[src/rtl/core/tuf_pkg.sv]
`timescale 1ns / 1ps
// ----------------------------------------------------------------------------
// tuf_pkg
// Shared types, widths and command codes of the threshold union-find block.
// ----------------------------------------------------------------------------
package tuf_pkg;

    localparam int VERT_IN_W        = 12;
    localparam int VERT_IN_SPAN     = 1 << VERT_IN_W;
    localparam int EDGE_W           = 16;
    localparam int RANK_W           = 4;
    localparam int SIZE_W           = 13;
    localparam int K_W              = 20;
    localparam int THR_W            = K_W + 1;
    localparam int DEF_NUM_VERTICES = 4096;
    localparam logic [K_W-1:0] K_RESET = K_W'(300);

    // divider operand select
    localparam logic DSEL_SU = 1'b0;
    localparam logic DSEL_SV = 1'b1;

    typedef struct packed {
        logic                 action;
        logic [VERT_IN_W-1:0] vertex_a;
        logic [VERT_IN_W-1:0] vertex_b;
        logic [EDGE_W-1:0]    edge_weight;
    } t_in_req;

    typedef struct packed {
        logic [VERT_IN_W-1:0] root;
        logic                 different_sets;
        logic                 merged;
    } t_out_req;

    typedef struct packed {
        logic       clr_wr;
        logic       load;
        logic       wrap_take;
        logic       div_start;
        logic       div_sel;
        logic       find_init;
        logic       sel_b;
        logic       walk_step;
        logic       root_take;
        logic       rd_cur;
        logic       comp_wr;
        logic       eval;
        logic       join_gone_wr;
        logic       join_keep_wr;
        logic       out_load;
    } t_dp_cmd;

    typedef struct packed {
        logic clr_last;
        logic need_wrap;
        logic is_find;
        logic div_done;
        logic walk_is_root;
        logic cur_is_root;
        logic roots_differ;
        logic pass;
        logic out_full;
    } t_dp_sts;

endpackage

[src/rtl/core/tuf_ctrl.sv]
`timescale 1ns / 1ps
// ----------------------------------------------------------------------------
// tuf_ctrl
// Sequencer: clearing pass, root walks, compression, thresholds, join.
// ----------------------------------------------------------------------------
module tuf_ctrl
    import tuf_pkg::*;
(
    input  logic    i_clk,
    input  logic    i_rst_n,
    input  logic    i_valid,
    output logic    o_ready,
    input  t_dp_sts i_sts,
    output t_dp_cmd o_cmd
);

    localparam logic [4:0] S_CLR    = 5'd0;
    localparam logic [4:0] S_IDLE   = 5'd1;
    localparam logic [4:0] S_START  = 5'd2;
    localparam logic [4:0] S_WRAP_A = 5'd3;
    localparam logic [4:0] S_WRAP_B = 5'd4;
    localparam logic [4:0] S_INIT   = 5'd5;
    localparam logic [4:0] S_F_RD   = 5'd6;
    localparam logic [4:0] S_F_CHK  = 5'd7;
    localparam logic [4:0] S_C_RD   = 5'd8;
    localparam logic [4:0] S_C_WR   = 5'd9;
    localparam logic [4:0] S_AFTER  = 5'd10;
    localparam logic [4:0] S_DIV_U  = 5'd11;
    localparam logic [4:0] S_DIV_V  = 5'd12;
    localparam logic [4:0] S_EVAL   = 5'd13;
    localparam logic [4:0] S_JOIN_G = 5'd14;
    localparam logic [4:0] S_JOIN_K = 5'd15;
    localparam logic [4:0] S_OUT    = 5'd16;

    localparam logic [1:0] PH_A     = 2'd0;
    localparam logic [1:0] PH_B     = 2'd1;
    localparam logic [1:0] PH_FINAL = 2'd2;

    logic [4:0] r_state, n_state;
    logic [1:0] r_phase, n_phase;

    always_ff @(posedge i_clk) begin
        if (!i_rst_n) begin
            r_state <= S_CLR;
            r_phase <= PH_A;
        end else begin
            r_state <= n_state;
            r_phase <= n_phase;
        end
    end

    always_comb begin
        n_state = r_state;
        n_phase = r_phase;
        o_cmd   = '0;
        o_ready = 1'b0;
        o_cmd.sel_b = (r_phase != PH_A);
        case (r_state)
            S_CLR: begin
                o_cmd.clr_wr = 1'b1;
                if (i_sts.clr_last) begin
                    n_state = S_IDLE;
                end
            end
            S_IDLE: begin
                o_ready = 1'b1;
                if (i_valid) begin
                    o_cmd.load = 1'b1;
                    n_state    = S_START;
                end
            end
            S_START: begin
                n_phase = i_sts.is_find ? PH_FINAL : PH_A;
                if (i_sts.need_wrap) begin
                    n_state = S_WRAP_A;
                end else begin
                    n_state = S_INIT;
                end
            end
            S_WRAP_A: begin
                n_state = S_WRAP_B;
            end
            S_WRAP_B: begin
                o_cmd.wrap_take = 1'b1;
                n_state         = S_INIT;
            end
            S_INIT: begin
                o_cmd.find_init = 1'b1;
                n_state         = S_F_RD;
            end
            S_F_RD: begin
                n_state = S_F_CHK;
            end
            S_F_CHK: begin
                if (i_sts.walk_is_root) begin
                    o_cmd.root_take = 1'b1;
                    n_state         = S_C_RD;
                end else begin
                    o_cmd.walk_step = 1'b1;
                    n_state         = S_F_RD;
                end
            end
            S_C_RD: begin
                if (i_sts.cur_is_root) begin
                    n_state = S_AFTER;
                end else begin
                    o_cmd.rd_cur = 1'b1;
                    n_state      = S_C_WR;
                end
            end
            S_C_WR: begin
                o_cmd.comp_wr = 1'b1;
                n_state       = S_C_RD;
            end
            S_AFTER: begin
                case (r_phase)
                    PH_A: begin
                        n_phase = PH_B;
                        n_state = S_INIT;
                    end
                    PH_B: begin
                        if (i_sts.roots_differ) begin
                            o_cmd.div_start = 1'b1;
                            o_cmd.div_sel   = DSEL_SU;
                            n_state         = S_DIV_U;
                        end else begin
                            n_phase = PH_FINAL;
                            n_state = S_INIT;
                        end
                    end
                    default: begin
                        n_state = S_OUT;
                    end
                endcase
            end
            S_DIV_U: begin
                if (i_sts.div_done) begin
                    o_cmd.div_start = 1'b1;
                    o_cmd.div_sel   = DSEL_SV;
                    n_state         = S_DIV_V;
                end
            end
            S_DIV_V: begin
                if (i_sts.div_done) begin
                    n_state = S_EVAL;
                end
            end
            S_EVAL: begin
                o_cmd.eval = 1'b1;
                n_state    = S_JOIN_G;
            end
            S_JOIN_G: begin
                if (i_sts.pass) begin
                    o_cmd.join_gone_wr = 1'b1;
                    n_state            = S_JOIN_K;
                end else begin
                    n_phase = PH_FINAL;
                    n_state = S_INIT;
                end
            end
            S_JOIN_K: begin
                o_cmd.join_keep_wr = 1'b1;
                n_phase            = PH_FINAL;
                n_state            = S_INIT;
            end
            S_OUT: begin
                if (!i_sts.out_full) begin
                    o_cmd.out_load = 1'b1;
                    n_state        = S_IDLE;
                end
            end
            default: begin
                n_state = S_IDLE;
            end
        endcase
    end

endmodule

[config.mk]
export PLATFORM = sky130hd
export DESIGN_NAME = tuf_ctrl
export DESIGN_NICKNAME = d
export VERILOG_FILES = /design/src/rtl/core/tuf_pkg.sv /design/src/rtl/core/tuf_ctrl.sv
export SDC_FILE = /design/constraint.sdc
export NUM_CORES = 1
export LEC_CHECK = 0
export BUFFER_PORTS_ARGS = -buffer_cell sky130_fd_sc_hd__buf_4
export CAP_MARGIN = 5
export CORE_MARGIN = 4
export CORE_UTILIZATION = 44
export DETAILED_ROUTE_END_ITERATION = 10
export PLACE_DENSITY = 0.74
export SYNTH_ARGS = -nofsm -noshare
export SYNTH_HDL_FRONTEND = slang
export SYNTH_SLANG_ARGS = --single-unit
export TNS_END_PERCENT = 1
[constraint.sdc]
create_clock -name i_clk -period 1.59 [get_ports i_clk]
set_input_delay 0.2385 -clock i_clk [delete_from_list [all_inputs] [get_ports i_clk]]
set_output_delay 0.2385 -clock i_clk [all_outputs]
set_load 0.01 [all_outputs]
; ---- Yosys cells after proc, flatten, opt, wreduce, memory -nomap -nowiden
; Index checks and enable logic that the tools add are counted.
[word_totals]
reg_bits = 7
inputBits = 12
out_inout_bits = 16
elab_cells = 73
[op_classes]
n_eq_ne = 25
mux = 39
reduce_logical = 7
[ops]
columns = cell, n
row1 = one-hot mux 5 bit (16 select lines), 1
row2 = == test 5 x 4 -> 1 bit (second input constant), 8
row3 = two-way mux 5 bit, 5
row4 = == test 5 x 3 -> 1 bit (second input constant), 4
row5 = two-way mux 1 bit, 17
row6 = two-way mux 2 bit, 8
row7 = two-way mux 4 bit, 3
row8 = != test 2 bit (second input constant), 6
row9 = == test 5 x 2 -> 1 bit (second input constant), 2
row10 = one-hot mux 5 bit (2 select lines), 1
row11 = one-hot mux 2 bit (2 select lines), 2
row12 = one-hot mux 2 bit (4 select lines), 1
row13 = == test 5 x 1 -> 1 bit (second input constant), 1
row14 = == test 5 bit (second input constant), 1
row15 = zero test 5 bit, 1
row16 = AND reduction 5 bit, 1
row17 = AND reduction 4 bit, 1
row18 = nonzero test 4 bit, 1
row19 = two-way mux 3 bit, 1
row20 = != test 3 x 2 -> 1 bit (second input constant), 1
row21 = != test 3 bit (second input constant), 1
row22 = == test 2 x 1 -> 1 bit (second input constant), 1
row23 = zero test 2 bit, 1
row24 = nonzero test 2 bit, 1
row25 = OR reduction 2 bit, 1

; ---- Longest topological paths before layout
; Gate-level depths: netlist of run 1.
[depth]
word_depth = 3
depth_mapped = 7
ltp_nobuf = 5

; ---- Worst setup path before layout of run 1
; OpenSTA, ideal clock, no wires.
[synth_path]
kind = flip-flop to output port
start = register r_state[0]
end = output port o_cmd[11] (netlist bit)
arrival_time_ns = 1.492
required_ns = 1.351
slack_ns = -0.141
stages_incl_launch_ff = 7
n_path_buf = 3
path_cell_list = dfxtp_1 -> buf_2 -> buf_2 -> buf_2 -> nand2_1 -> nor3_1 -> a21o_1
[synth_lines]
columns = item, line_no
row1 = start: declaration, tuf_ctrl.sv:39  ; logic [4:0] r_state, n_state;
row2 = start signal: assignment, tuf_ctrl.sv:47  ; r_state <= n_state;
row3 = end: declaration, tuf_ctrl.sv:14  ; output t_dp_cmd o_cmd

; ---- Worst setup path in the final report of run 1
[layout_path]
start = register r_state[1]
end = register r_state[0]
[layout_between]
elab_chain_cells = 3
word_cells_on_any_way = 25
classes_between = eq/ne: 21 / mux: 1 / reduce/logical: 3
[layout_rtl]
columns = item, line_no
row1 = == test 5 x 4 -> 1 bit (tied with other cells), tuf_ctrl.sv:58  ; case (r_state)
row2 = OR reduction 2 bit (no line) or != test 2 bit (tied branches), --
row3 = one-hot mux 5 bit (16 select lines) or AND reduction 5 bit (tied branches), --
; Several ways; a longest one is shown, not always the timed one.
; A chain may end at the register's enable or synchronous reset.

==> results of run 1 <==
## worst max path at each step
stage | to | slack (ns)
6_report | r_state[0]$_SDFFE_PN0P_ | -0.04
5_1_grt | o_cmd[11] | -0.1
4_1_cts | r_state[0]$_SDFFE_PN0P_ | -0.03
3_5_place_dp | o_cmd[11] | -0.05
3_3_place_gp | o_cmd[11] | -0.07
2_1_floorplan | o_cmd[12] | 0.008
## per-layer routing
| layer | track usage (%) | routed length, um | vias to the layer above | share of wire, % |
|---|---|---|---|---|
| met5 | 0 | 0 | - | 0 |
| met4 | 5.68 | 9 | 0 | 0.30 |
| met3 | 4.96 | 201 | 3 | 6.8 |
| met2 | 41.9 | 1530 | 58 | 52 |
| met1 | 29.2 | 1230 | 501 | 41 |
| li1 | - | - | 532 | - |
## worst max-delay path, delay by kind of cell, from the launching register on
kind | cells | cell delay (ns)
simple gates | 3 | 0.89
flops | 1 | 0.36
buf+inv | 1 | 0.16
compound gates | 1 | 0.16
## power by group through the flow
stage                     Sequential [W]  Clock (W)  Combinational (W)
after floorplan                 0.000190          0           0.000154
after global placement          0.000201          0           0.000245
after detailed placement        0.000201          0           0.000250
after CTS                       0.000197   0.000167           0.000281
after global routing            0.000197   0.000185           0.000318
final                           0.000196   0.000161           0.000297
## cells in the mapped netlist
library cell                count
sky130_fd_sc_hd__and4_1         1
sky130_fd_sc_hd__o31ai_1        1
sky130_fd_sc_hd__a211oi_1       2
sky130_fd_sc_hd__nand4_1        3
sky130_fd_sc_hd__a32oi_1        1
sky130_fd_sc_hd__nor3_1         8
sky130_fd_sc_hd__or3b_1         1
sky130_fd_sc_hd__o221a_1        1
sky130_fd_sc_hd__o41ai_1        3
sky130_fd_sc_hd__a21o_1         2
sky130_fd_sc_hd__o21a_1         2
sky130_fd_sc_hd__and2b_1        1
sky130_fd_sc_hd__o211ai_1       1
sky130_fd_sc_hd__a21boi_0       1
sky130_fd_sc_hd__buf_2         10
sky130_fd_sc_hd__and4b_1        1
sky130_fd_sc_hd__mux2_2         1
sky130_fd_sc_hd__nand3b_1       3
sky130_fd_sc_hd__a2111oi_0      1
sky130_fd_sc_hd__inv_1          6
sky130_fd_sc_hd__or3_1          2
sky130_fd_sc_hd__o21ai_1        1
sky130_fd_sc_hd__nand3_2        1
sky130_fd_sc_hd__nor2_1        13
sky130_fd_sc_hd__a211o_1        2
sky130_fd_sc_hd__dfxtp_1        7
sky130_fd_sc_hd__o22ai_1        1
sky130_fd_sc_hd__or3_4          1
sky130_fd_sc_hd__o211a_1        1
sky130_fd_sc_hd__nand2b_1       7
sky130_fd_sc_hd__nand2_1        9
sky130_fd_sc_hd__nor4_1         2
sky130_fd_sc_hd__buf_6          1
sky130_fd_sc_hd__nor2b_1        2
sky130_fd_sc_hd__or2_2          1
sky130_fd_sc_hd__o21bai_1       1
sky130_fd_sc_hd__nor4bb_1       1
sky130_fd_sc_hd__a21oi_1        7
sky130_fd_sc_hd__nand3_1        2
sky130_fd_sc_hd__nor3b_1        2
sky130_fd_sc_hd__o311ai_1       1
sky130_fd_sc_hd__and2_1         2
sky130_fd_sc_hd__or4_1          1
sky130_fd_sc_hd__a31oi_1        3
## state kept, by name (all words and copies together) (netlist names)
signal   count
r_phase      2
r_state      5
## repair_timing
item,4_1_cts,5_1_grt
setup endpoints to repair,18,15
pin swaps,4,1
hold buffers,0,0
hold endpoints to repair,0,0
resized for setup,26,11
buffers inserted,3,0
## metrics by stage
step           area, sq um  worst slack [ns]  instances  utilization (%)  power [W]
2_1_floorplan          843           0.00779        121                -   0.000344
3_3_place_gp          1150           -0.0728        179             65.4   0.000446
3_5_place_dp          1150           -0.0492        179             65.4   0.000452
4_1_cts               1290           -0.0323        186             73.3   0.000644
5_1_grt               1340           -0.0990        186             76.0   0.000701
6_report              1340           -0.0424        186             76.0   0.000654
## cells in the final DEF (no fill, tap or decap), types with 2 or more instances in the layout
cell type,Yosys,layout
sky130_fd_sc_hd__a211o_1,2,2
sky130_fd_sc_hd__a21o_1,2,2
sky130_fd_sc_hd__a21oi_1,7,6
sky130_fd_sc_hd__a31oi_1,3,3
sky130_fd_sc_hd__and2_1,2,2
sky130_fd_sc_hd__buf_4,0,44
sky130_fd_sc_hd__buf_6,1,2
sky130_fd_sc_hd__clkbuf_4,0,3
sky130_fd_sc_hd__dfxtp_1,7,2
sky130_fd_sc_hd__dfxtp_4,0,5
sky130_fd_sc_hd__inv_1,6,5
sky130_fd_sc_hd__nand2_1,9,8
sky130_fd_sc_hd__nand2b_1,7,5
sky130_fd_sc_hd__nand2b_4,0,2
sky130_fd_sc_hd__nand3_1,2,2
sky130_fd_sc_hd__nand3b_1,3,3
sky130_fd_sc_hd__nand4_1,3,3
sky130_fd_sc_hd__nor2_1,13,11
sky130_fd_sc_hd__nor3_1,8,4
sky130_fd_sc_hd__nor3_2,0,2
sky130_fd_sc_hd__nor3_4,0,2
sky130_fd_sc_hd__o21a_1,2,2
sky130_fd_sc_hd__o41ai_1,3,3
sky130_fd_sc_hd__or3_4,1,3
## logic make-up (layout without fill, tap and decap cells)
group	Yosys count	count (layout)	synth area share [%]
DFF	7	7	16.9
muxes	1	1	1.36
AOI/OAI and AO/OA	32	32	27.9
buffers and inverters	17	57	10.1
and+or+nand+nor	64	64	43.7
## cell type report
class,instances,area (sq um)
Clock buffer,4,26.3
Tap cell,25,31.3
Inverter,6,22.5
Fill cell,152,424
Timing Repair Buffer,47,373
Sequential cell,7,159
Multi-Input combinational cell,97,728
==> Implementation_results.wiki, run 1 <==
{| class="wikitable"
! Metric !! Value
|-
| Deepest clock path buffer count || 2
|-
| Number of pins with negative max-slew slack in the final report || 0
|-
| Outcome || finished with violations
|-
| Global-route wire length before repair || roughly 4800 um
|-
| Routability-driven placement congestion ratio || about 0.89
|-
| Number of stages on the worst hold path || 2
|-
| Antenna-violating nets left || 0
|-
| Io pins || 28
|-
| Static Leak || 0.579 nW
|-
| Number of synthesized register bits || 7
|-
| Critical path data arrival time || 1.82 ns
|-
| Library cells used by synthesis || 44
|-
| Slew Limit Headroom || 75.3%
|-
| Required time of the critical path || 1.78 ns
|-
| Setup crit end kind || flop
|-
| Critical path's most frequent cell || sky130_fd_sc_hd__or3_4
|-
| Synthesis-to-layout area growth || 61.5%
|-
| Total of warnings raised by yosys || 0
|-
| Hold Path Sink || r_state[3]$_SDFFE_PN0P_
|-
| Top-area cell type share of the netlist area || 16.9%
|-
| Hold slack final || ~0.27 ns
|-
| Die Footprint || 2640 sq um
|-
| Total global routing overflow || 0
|-
| Clock power frac || approximately 25%
|-
| Worst Reg2Reg Path Length in Cells || 5
|-
| Core Footprint || 1760 sq um
|-
| Crit path kind || reg2reg
|-
| Sw frac || a little over a third
|-
| Library cell used as clock root buffer || sky130_fd_sc_hd__clkbuf_4
|-
| Crit-path max FO || 5
|-
| Hold Path Origin || i_rst_n
|-
| Die Span X || approximately 51 um
|-
| Slack of the worst reg-to-reg path || -0.04 ns
|-
| Syn avg cell area || slightly below 7 sq um
|-
| Iteration-0 DRC count of the detailed router || 36
|-
| Layout cells sized above 1 || between 40% and 50%
|-
| Failing checks || negative setup slack
|-
| Worst-path clk slew || approximately 0.05 ns
|-
| Main area contributors after synthesis || sky130_fd_sc_hd__dfxtp_1, sky130_fd_sc_hd__buf_2, sky130_fd_sc_hd__nor2_1
|-
| Cell Int Power || 0.000424 W
|-
| Post-detailed-placement half-perimeter wirelength || between 2000 and 2500 um
|-
| TritonCTS clock tree || done
|-
| Post-layout minimum cycle time || around 1.6 ns
|-
| Maximum level of the CTS H-tree || 1
|-
| Pre-Repair DR Iteration Count || 4
|-
| Critical Path Start || r_state[1]$_SDFFE_PN0P_
|-
| Library cell with the largest summed area after synthesis || sky130_fd_sc_hd__dfxtp_1
|-
| Number of I/O port buffers || 27
|-
| List of cells traversed by the critical path || or3_4, buf_4, or3_4, nand3_4, o221a_1
|-
| Part of the Yosys area used for sequential elements || about 17%
|-
| Capture point of the worst reg-to-reg path || r_state[0]$_SDFFE_PN0P_
|-
| Biggest cell delay along the critical path || about 0.43 ns
|-
| Final layout net count || around 170
|-
| Routed len/inst || between 15 and 20 um
|-
| Worst skew pair latency || approximately 0.25 ns
|-
| Worst IR Drop VDD || around 620 uV
|-
| Setup Skew || 0.00264 ns
|-
| Max Clock Freq || between 0.6 and 0.7 GHz
|-
| Number of antenna violations at the first check in global routing || 0
|-
| Worst-path cell with the longest stage delay || sky130_fd_sc_hd__or3_4
|-
| Vertical die dimension || 51.4 um
|-
| Final-layout setup total negative slack || -0.149 ns
|-
| Post-synthesis cell count || between 100 and 150
|-
| Pin slew with the least headroom to its limit || approximately 0.36 ns
|-
| Portion of total power attributed to combinational logic || 45.4%
|-
| Post-detailed-routing wire length || slightly below 3000 um
|-
| Hold/Removal Path Class || in2reg
|-
| Vias post-DR || 1094
|-
| Initial Utilization || 47.0%
|-
| PwrDens || approximately 490 nW/um^2
|-
| Vias in the first global route || between 1000 and 1500
|-
| Crit share post-route || 103%
|-
| Maxcap violations || 0
|-
| Netlist Area Pre-Place || approximately 830 sq um
|-
| FP Rows || 15
|-
| Number of endpoints with negative hold slack in the final report || 0
|-
| Count of antenna diodes in the layout || 0
|-
| Setup repair after global routing missed its margin || yes
|-
| Num CTS Buffers || 3
|-
| Category of the worst setup path launch point || flop
|-
| Tot GR Track Use || a little under a quarter
|-
| Total clock sinks || 7
|-
| Vias per cell || a little under 6
|-
| Switching power total || 0.000230 W
|-
| Worst flop-to-flop path startpoint || r_state[1]$_SDFFE_PN0P_
|-
| Final setup violation count || 7
|-
| Final worst slack || -0.0424 ns
|-
| Number of nets in the synthesized netlist || around 130
|-
| Share of total power in sequential cells || between 20% and 30%
|-
| Maximum number of pins on one net before global-route repair || 11
|-
| Number of design rule violations left after detail routing || 0
|}
Power figures use the tool's default switching activity.
==> run 2: changes to the inputs <==
--- a/config.mk
+++ b/config.mk
@@ -11,6 +11,7 @@
 export CORE_UTILIZATION = 44
 export DETAILED_ROUTE_END_ITERATION = 10
 export PLACE_DENSITY = 0.74
+export SKIP_CTS_REPAIR_TIMING = 1
 export SYNTH_ARGS = -nofsm -noshare
 export SYNTH_HDL_FRONTEND = slang
 export SYNTH_SLANG_ARGS = --single-unit
==> Implementation_results.wiki, run 2 (synthesized netlist as in run 1, its figures left out) <==
{| class="wikitable"
! Metric !! Value
|-
| Pin slew with the least headroom to its limit || 0.393 ns (+0.0321 ns)
|-
| PwrDens || 493 nW/um^2 (+1.1%)
|-
| Number of pins with negative max-slew slack in the final report || 0 (unchanged)
|-
| Initial Utilization || 47.0% (unchanged)
|-
| Sum of met2 wire segment lengths after detailed routing || 1460 um (-4.8%)
|-
| Vias post-DR || 1074 (-1.8%)
|-
| Top Metal Used || met3
|-
| Pre-Repair DR Iteration Count || 4 (unchanged)
|-
| Flip-flop count of the largest register after layout || 5 (unchanged)
|-
| Total power of the final layout || 0.000644 W (-1.5%)
|-
| Biggest cell delay along the critical path || 0.44 ns (about the same)
|-
| Critical path data arrival time || 1.41 ns (-0.41 ns)
|-
| Sum of met3 wire segment lengths after detailed routing || 166 um (-17%)
|-
| Non-Filler Instances || 185 (-0.54%)
|-
| Number of I/O port buffers || 27 (unchanged)
|-
| Die Span X || 51.4 um (unchanged)
|-
| Number of buffers and inverters on the critical path || 1 (unchanged)
|-
| Vias per cell || 5.81 (-1.3%)
|-
| List of cells traversed by the critical path || or3_4, nor2_4, and2_4, buf_6
|-
| Iteration-0 DRC count of the detailed router || 46 (+28%)
|-
| Category of cells accounting for the largest share of critical-path delay || simple AND/OR/NAND/NOR gates
|-
| Worst-path clk slew || 0.05 ns (about the same)
|-
| Number of endpoints with negative hold slack in the final report || 0 (unchanged)
|-
| Slack of the worst reg-to-reg path || -0.05 ns (about the same)
|-
| Io pins || 28 (unchanged)
|-
| Post-layout minimum cycle time || 1.65 ns (+0.0204 ns)
|-
| Category of the worst setup path launch point || flop
|-
| Final setup violation count || 9 (+2)
|-
| Total clock sinks || 7 (unchanged)
|-
| Final worst slack || -0.0628 ns (-0.0204 ns)
|-
| Post-detailed-placement half-perimeter wirelength || 2190 um (unchanged)
|-
| Met1 wire length || 1200 um (-1.9%)
|-
| Final-layout setup total negative slack || -0.315 ns (-0.166 ns)
|-
| Library cell used as clock root buffer || sky130_fd_sc_hd__clkbuf_4
|-
| Maximum level of the CTS H-tree || 1 (unchanged)
|-
| Setup crit end kind || output port
|-
| Worst IR Drop VDD || 609 uV (-0.99%)
|-
| Final layout net count || 173 (-0.57%)
|-
| Total global routing overflow || 0 (unchanged)
|-
| Routability-driven placement congestion ratio || 0.893 (unchanged)
|-
| FP Rows || 15 (unchanged)
|-
| Outcome || finished with violations
|-
| Core Footprint || 1760 sq um (unchanged)
|-
| Deepest clock path buffer count || 2 (unchanged)
|-
| Crit share post-route || 104% (+1.3 points)
|-
| Required time of the critical path || 1.35 ns (-0.43 ns)
|-
| Register bank with the most flops || r_state
|-
| Number of design rule violations left after detail routing || 0 (unchanged)
|-
| Most frequent cells in the layout || sky130_fd_sc_hd__buf_4, sky130_fd_sc_hd__nor2_1, sky130_fd_sc_hd__nand2_1
|-
| Hold slack final || 0.269 ns (-0.00252 ns)
|-
| Slew Limit Headroom || 73.7% (-1.6 points)
|-
| Die Footprint || 2640 sq um (unchanged)
|-
| Maximum number of pins on one net before global-route repair || 11 (unchanged)
|-
| Max Clock Freq || 0.605 GHz (-1.2%)
|-
| Global-route wire length before repair || 4590 um (-4.3%)
|-
| Registers with the most flip-flops || r_state x5, r_phase x2
|-
| Hold/Removal Path Class || in2reg
|-
| Worst-path cell with the longest stage delay || sky130_fd_sc_hd__or3_4
|-
| Antenna-violating nets left || 0 (unchanged)
|-
| Number of antenna violations at the first check in global routing || 0 (unchanged)
|-
| Vertical die dimension || 51.4 um (unchanged)
|-
| Failing checks || negative setup slack
|-
| Maxcap violations || 0 (unchanged)
|-
| Count of antenna diodes in the layout || 0 (unchanged)
|-
| Synthesis-to-layout area growth || 57.3%
|-
| Num CTS Buffers || 3 (unchanged)
|-
| Layout cells sized above 1 || 46.3% (-2.2 points)
|-
| Vias in the first global route || 978 (-4.7%)
|-
| Static Leak || 0.554 nW (-4.3%)
|-
| Setup Skew || 0.000828 ns (-0.00182 ns)
|-
| DP Cell Count || 179 (unchanged)
|-
| Post-detailed-routing wire length || 2830 um (-4.7%)
|-
| Crit path kind || reg2out
|-
| Tot GR Track Use || 22.7% (-1.1 points)
|-
| Worst skew pair latency || 0.25 ns (about the same)
|-
| Crit-path max FO || 7 (+2)
|-
| TritonCTS clock tree || done
|-
| Setup repair after global routing missed its margin || yes
|-
| Leading cell type in the layout, fill and taps excluded || sky130_fd_sc_hd__buf_4
|-
| Routed len/inst || 15.3 um (-4.2%)
|}
## run 2: per-stage QoR
stage	utilization (%)	setup slack, ns	instance area, sq um
finish	74.0	-0.0628	1310
global route	74.0	-0.128	1310
CTS	66.9	-0.337	1180
detailed placement	65.4	-0.0492	1150
global placement	65.4	-0.0728	1150
floorplan	-	0.00779	843
## run 2: worst reg2reg max path, stage by stage, from the launching register on
cell and delay (ns):
sky130_fd_sc_hd__dfxtp_4 0.36, sky130_fd_sc_hd__or3_4 0.44, sky130_fd_sc_hd__buf_4 0.16, sky130_fd_sc_hd__or3_4 0.38, sky130_fd_sc_hd__nand3_4 0.08, sky130_fd_sc_hd__o221a_1 0.16
## run 2: worst paths after layout
path,startpoint,to,depth (start not counted)
max,r_state[1]$_SDFFE_PN0P_,o_cmd[13],4
min,i_rst_n,r_state[3]$_SDFFE_PN0P_,2
max reg2reg,r_state[1]$_SDFFE_PN0P_,r_state[0]$_SDFFE_PN0P_,5
min reg2reg,r_state[1]$_SDFFE_PN0P_,r_state[1]$_SDFFE_PN0P_,2
## run 2: layer usage
metal	vias to the layer above	GRT usage (%)
li1	530	-
met1	497	28.7
met2	47	39.2
met3	0	4.96
met4	0	4.37
met5	-	0
## run 2: where the power goes
part           total [W]  switching (W)  internal (W)
Clock           0.000161      0.0000650     0.0000957
Combinational   0.000287       0.000141      0.000146
Sequential      0.000196      0.0000166      0.000179
## run 2: area by class of cell
type / count / area, sq um
multi-input combinational: 97 / 701
tap: 25 / 31.3
inverter: 6 / 22.5
timing repair buffer: 46 / 365
sequential: 7 / 159
clock buffer: 4 / 26.3
fill: 162 / 459
